`config.mk`:
```
export PLATFORM = sky130hd
export DESIGN_NAME = mcdb_ctrl
export DESIGN_NICKNAME = d
export VERILOG_FILES = /design/src/mcdb_pkg.sv /design/src/mcdb_ctrl.sv
export SDC_FILE = /design/constraint.sdc
export NUM_CORES = 1
export LEC_CHECK = 0
export BUFFER_PORTS_ARGS = -buffer_cell sky130_fd_sc_hd__buf_4
export CAP_MARGIN = 20
export CORE_AREA = 5 5 42 44
export DETAILED_ROUTE_END_ITERATION = 16
export DIE_AREA = 0 0 47 49
export SETUP_SLACK_MARGIN = 0.05
export SYNTH_ARGS = -nofsm -noshare
export SYNTH_HDL_FRONTEND = slang
export SYNTH_SLANG_ARGS = --single-unit
```
`constraint.sdc`:
```
create_clock -name clk -period 2.9 [get_ports clk]
set_clock_uncertainty 0.15 [all_clocks]
set_input_delay 0.145 -clock clk [delete_from_list [all_inputs] [get_ports clk]]
set_output_delay 0.145 -clock clk [all_outputs]
set_load 0.05 [all_outputs]
```
`src/mcdb_pkg.sv`:
```
// ----------------------------------------------------------------------------
// mcdb_pkg
// Shared types and constants for the depth-first maze carver: controller
// commands, datapath status, register indexes and parameter defaults.
// ----------------------------------------------------------------------------
package mcdb_pkg;

  localparam int DEF_MAX_COLS  = 32;
  localparam int DEF_MAX_ROWS  = 32;
  localparam int DEF_RAND_BITS = 15;

  localparam int CFG_IDX_W  = 2;
  localparam int CFG_DATA_W = 6;

  localparam logic [CFG_IDX_W-1:0] CFG_GRID_COLS  = 2'd0;
  localparam logic [CFG_IDX_W-1:0] CFG_GRID_ROWS  = 2'd1;
  localparam logic [CFG_IDX_W-1:0] CFG_ORIGIN_COL = 2'd2;
  localparam logic [CFG_IDX_W-1:0] CFG_ORIGIN_ROW = 2'd3;

  localparam logic [5:0] GRID_COLS_RST  = 6'd8;
  localparam logic [5:0] GRID_ROWS_RST  = 6'd8;
  localparam logic [4:0] ORIGIN_COL_RST = 5'd0;
  localparam logic [4:0] ORIGIN_ROW_RST = 5'd0;

  localparam logic [1:0] DIR_LEFT  = 2'd0;
  localparam logic [1:0] DIR_RIGHT = 2'd1;
  localparam logic [1:0] DIR_UP    = 2'd2;
  localparam logic [1:0] DIR_DOWN  = 2'd3;

  // controller to datapath
  typedef struct packed {
    logic start;     // restart item accepted: latch grid, start cell
    logic step;      // carve item accepted: capture random word, read row above
    logic clear;     // write one row of the seen map during the clear sweep
    logic rd_up;     // read row above the current cell
    logic rd_dn;     // capture row above, read row below
    logic rd_mid;    // capture row below, read current row
    logic eval;      // decide: carve, pop or stop
    logic pop_load;  // load current cell from popped stack entry
  } cmd_t;

  // datapath to controller
  typedef struct packed {
    logic active;
    logic clr_last;
    logic has_cand;
    logic stack_empty;
    logic res_pending;
  } sts_t;

endpackage

```
`src/mcdb_ctrl.sv`:
```
// ----------------------------------------------------------------------------
// mcdb_ctrl
// Sequencer for the maze carver: input handshake, seen-map clear sweep,
// neighbour row reads, carve decision and stack backtracking.
// ----------------------------------------------------------------------------
module mcdb_ctrl
  import mcdb_pkg::*;
(
  input  logic clk,
  input  logic rst,
  input  logic in_valid,
  output logic in_stall,
  input  logic restart,
  output cmd_t cmd,
  input  sts_t sts
);

  typedef enum logic [2:0] {
    S_IDLE,
    S_CLEAR,
    S_RD_UP,
    S_RD_DN,
    S_RD_MID,
    S_EVAL,
    S_POP
  } state_t;

  state_t state;
  logic   acc;

  // a held result blocks the input only while it cannot move to the output register
  assign in_stall = (state != S_IDLE) || sts.res_pending;
  assign acc      = in_valid && !in_stall;

  always_comb begin
    cmd          = '0;
    cmd.start    = acc && restart;
    cmd.step     = acc && !restart;
    cmd.clear    = (state == S_CLEAR);
    cmd.rd_up    = (state == S_RD_UP);
    cmd.rd_dn    = (state == S_RD_DN);
    cmd.rd_mid   = (state == S_RD_MID);
    cmd.eval     = (state == S_EVAL);
    cmd.pop_load = (state == S_POP);
  end

  always_ff @(posedge clk) begin
    if (rst) begin
      state <= S_IDLE;
    end else begin
      case (state)
        S_IDLE: begin
          if (acc && restart) begin
            state <= S_CLEAR;
          end else if (acc && sts.active) begin
            state <= S_RD_DN;
          end
        end
        S_CLEAR: begin
          if (sts.clr_last) begin
            state <= S_IDLE;
          end
        end
        S_RD_UP:  state <= S_RD_DN;
        S_RD_DN:  state <= S_RD_MID;
        S_RD_MID: state <= S_EVAL;
        S_EVAL: begin
          if (sts.has_cand || sts.stack_empty) begin
            state <= S_IDLE;
          end else begin
            state <= S_POP;
          end
        end
        S_POP:   state <= S_RD_UP;
        default: state <= S_IDLE;
      endcase
    end
  end

endmodule

```
# Word level (Yosys, flattened, before mapping)
# Index checks and enable logic that the tools add are counted.
totals:
  reg_bits: 3
  input_bits: 9
  output_inout_bits: 9
  wordCells: 25
classes:
  eq_ne: 8
  muxes: 5
  reduce_logical: 11
op_table:
  columns: ["operator", "count"]
  rows:
  - ["$pmux W3 S7", 1]
  - ["$mux W3", 4]
  - ["$eq A3 B3 Y1 const B", 3]
  - ["$eq A3 B2 Y1 const B", 2]
  - ["$logic_and A1 B1 Y1", 4]
  - ["$eq A3 B1 Y1 const B", 1]
  - ["$logic_not A3 Y1", 1]
  - ["$ne A3 B3 Y1 const B", 1]
  - ["$reduce_bool A3 Y1", 1]
  - ["$logic_not A1 Y1", 2]
  - ["$logic_or A1 B1 Y1", 2]
  - ["$ne A2 B1 Y1 const B", 1]
  - ["$reduce_and A2 Y1", 1]

# Depth between registers and ports, before layout
logic_depth:
  depth_word: 8
  ltp_mapped: 4
  ltp_nobuf: 3

# Worst setup path before layout
# Ideal clock, no wire load.
synth_path:
  path_kind: "register -> output"
  start: "register state[2]"
  end: "output port cmd[5] (netlist name)"
  t_arrival_ps: 1551
  required_time_ps: 2605
  setup_slack_ps: 1054
  path_stages_with_launch: 3
  path_buffers: 1
  path_cell_list: "dfxtp_1 buf_2 nor3_1"
synth_lines:
  columns: ["item", "line_no", "rtl"]
  rows:
  - ["from (decl)", "mcdb_ctrl.sv:28", "state_t state;"]
  - ["from (signal assigned)", "mcdb_ctrl.sv:49", "state <= S_IDLE;"]
  - ["from (signal assigned)", "mcdb_ctrl.sv:54", "state <= S_CLEAR;"]
  - ["from (signal assigned)", "mcdb_ctrl.sv:56", "state <= S_RD_DN;"]
  - ["to (decl)", "mcdb_ctrl.sv:14", "output cmd_t cmd,"]

==> run_results.csv <==
group,metric,value,unit
run_status,status,"complete, no violations",
global_routing,grt_use_total,7.18,%
setup_path,crit_buf_inv,1,
yosys,syn_area,289,um^2
global_routing,grt_pass1_wl,1.19,mm
route,dr_total_vias,317,
setup_path,cp-start-kind,"flip-flop",
yosys,syn_avg_cell_area,7.61,um^2
yosys,synthArstFlopShare,0,%
clocking,cts.reportedPaths.clkPinSlew,0.04,ns
placed_design,dp_hpwl,639,um
sta,finalSetupViolations,0,
route,postRouteWirelength,787,um
placed_design,dpl_cell_area,420,um^2
setup_path,crit_required,2.61,ns
die,core,0.00140,mm^2
sta,hold_violations,0,
yosys,syn_nets,47,
route,met1_length,349,um
yosys,yosysTopAreaCell,"dfxtp_1",
sta,slew_headroom,75.1,%
setup_path,crit_fanout,11,
global_routing,antenna_found_initial,0,
sta,timing.fmax,608,MHz
sta,post-route-period-util,56.8,%
die,rows,14,
worst_hold_path,hp-class,"primary input to flip-flop",
setup_path,path_class,"flip-flop to primary output",
setup_path,max_stage_delay,0.41,ns
clocking,cts_buffers,3,
sta,rsz0062_at_grt,"false",
yosys,yosysWarningCount,0,
route,met2_length,347,um
final_layout,reg_top3,"state x3",
global_routing,grt_max_degree,12,
route,firstDrtPassIters,4,
yosys,ys_types,23,
global_routing,grt_pass1_vias,306,
route,wl_per_cell,10.6,um
setup_path,crit_start,"state[2]$_SDFFE_PP0P_",
placed_design,port_buffers,17,
job,max-cap-violations,0,
yosys,synthTopCellsByCount,"nand2_1, nor2_1, a21oi_1, dfxtp_1",
final_layout,drive_above_1_share,46.6,%
yosys,yosysMostFrequentCell,"nand2_1",
route,dr.first_iter.drc_count,8,
clocking,cts_tree,"built",
clocking,cts.sinks,3,
setup_path,cpLargestDelayFamily,"simple AND/OR/NAND/NOR gates",
setup_path,r2r-start,"state[2]$_SDFFE_PP0P_",
route,drc,0,
route,vias_per_cell,4.28,
yosys,synth-seq-area-share,20.8,%
setup_path,cp_slowest_cell,"dfxtp_1",
final_layout,final_nets,68,
die,floorplan.initialDensity,20.6,%
route,postRouteAntennaNets,0,
clocking,clock_latency,0.23,ns
die,die_w,47,um
global_routing,grt-ovfl-total,0,
setup_path,endpoint_kind,"primary output",
final_layout,fin_area,457,um^2
sta,setup_tns,0,ns
final_layout,nFillCells,168,
final_layout,area_growth_syn_to_layout,58.0,%
yosys,syn_inst,38,
final_layout,n_antenna_cell,0,
clocking,cts.path.max_buffers,2,
setup_path,critical_path.cell_chain,"nor3_2 > and3_1 > buf_4",
yosys,ys_ff_latch,3,
clocking,cts_resized,0,
yosys,synth_edf_count,0,
clocking,root_buffer,"clkbuf_4",
route,routed-wl-met3,91,um
placed_design,gp_congestion,0.727,
sta,maxSlewViolCount,0,
final_layout,largest_reg_flops,3,
final_layout,regArea,60.1,um^2
yosys,synth_ff_type,"dfxtp_1",
pwr,peakVddDrop,0.248,mV
die,ioPinCount,18,
pwr,power.density,583,mW/mm^2
sta,max_slew.worst_pin.slew,0.374,ns
yosys,synth.area.top_cells,"dfxtp_1, nand2_1, o41ai_2",
pwr,power_leakage,0.225,nW
die,die_area,0.00230,mm^2
sta,final.min_clock_period,1.65,ns
final_layout,top_register,"state",
final_layout,multi_input_area,201,um^2
clocking,h-tree-depth,1,
worst_hold_path,hp-start,"sts[0]",
die,dieHeight,49,um
setup_path,critical_path_arrival,1.35,ns
route,highest-signal-layer,"met3",
yosys,synth_top_area_share,20.8,%
-- worst reg2reg max path: cells and delay by family, from the launching register on --
kind / cells / cell delay (ns)
flip-flops: 1 / 0.53
AND/OR/NAND/NOR: 1 / 0.26
AO/OA/AOI/OAI: 2 / 0.30
-- kinds of logic after synthesis --
| kind of cell | share of synthesized area [%] |
|---|---|
| AOI/OAI and AO/OA | 25.1 |
| buffers and inverters | 9.52 |
| DFF | 20.8 |
| and+or+nand+nor | 44.6 |
-- report_power, final --
| part | leakage [nW] | switching [mW] | internal, mW | total, mW |
|---|---|---|---|---|
| sequential | 0.0246 | 0.0155 | 0.0483 | 0.0638 |
| combinational | 0.186 | 0.0820 | 0.0465 | 0.128 |
| clock | 0.0150 | 0.0222 | 0.0516 | 0.0738 |
| total | 0.225 | 0.120 | 0.146 | 0.266 |
-- cell type report --
class	count	area share, %
inverter	3	2.47
clock buffer	4	5.75
sequential	3	13.2
tap	16	4.38
multi-input combinational	30	44.1
timing repair buffer	18	30.1
-- cells in the final DEF, fill, tap and decap left out, drive strengths merged, types with 2 or more instances in the layout --
| cell type | synthesis | final |
|---|---|---|
| inv | 3 | 3 |
| nand2 | 5 | 5 |
| nor3 | 2 | 2 |
| buf | 2 | 17 |
| dfxtp | 3 | 3 |
| clkbuf | 0 | 4 |
| a21oi | 3 | 3 |
| nor2 | 4 | 4 |
| nor2b | 2 | 2 |
| and3 | 2 | 2 |
| or2 | 2 | 2 |
-- stage by stage --
step | instances | setup slack, ns | hold WS, ns | total power [mW] | util [%]
2_1_floorplan | 38 | 1.05 | 0.0641 | 0.159 | -
3_3_place_gp | 69 | 1.52 | 0.181 | 0.192 | 30.0
3_5_place_dp | 69 | 1.49 | 0.179 | 0.193 | 30.0
4_1_cts | 74 | 1.24 | 0.0898 | 0.271 | 32.6
5_1_grt | 74 | 1.12 | 0.125 | 0.284 | 32.6
6_report | 74 | 1.25 | 0.0959 | 0.266 | 32.6
-- repair_timing --
item                                    4_1_cts  5_1_grt
endpoints found under the hold margin         2        0
hold buffers                                  1        0
buffers inserted                              0        0
endpoints found under the setup margin        0        0
-- worst paths after layout --
path,depth (start not counted),slack (ns),end
worst max register to register,3,1.57,state[1]$_SDFFE_PP0P_
worst min register to register,3,0.48,state[2]$_SDFFE_PP0P_
worst min-delay path,4,0.1,state[1]$_SDFFE_PP0P_
worst max-delay path,3,1.25,cmd[7]
-- per-layer routing --
metal  vias up  global-route usage (%)
li1        172                       -
met1       132                    8.77
met2        13                    9.73
met3         0                    4.80
met4         0                    2.76
met5         -                       0
Note: power is estimated with default switching activity, not from simulation.
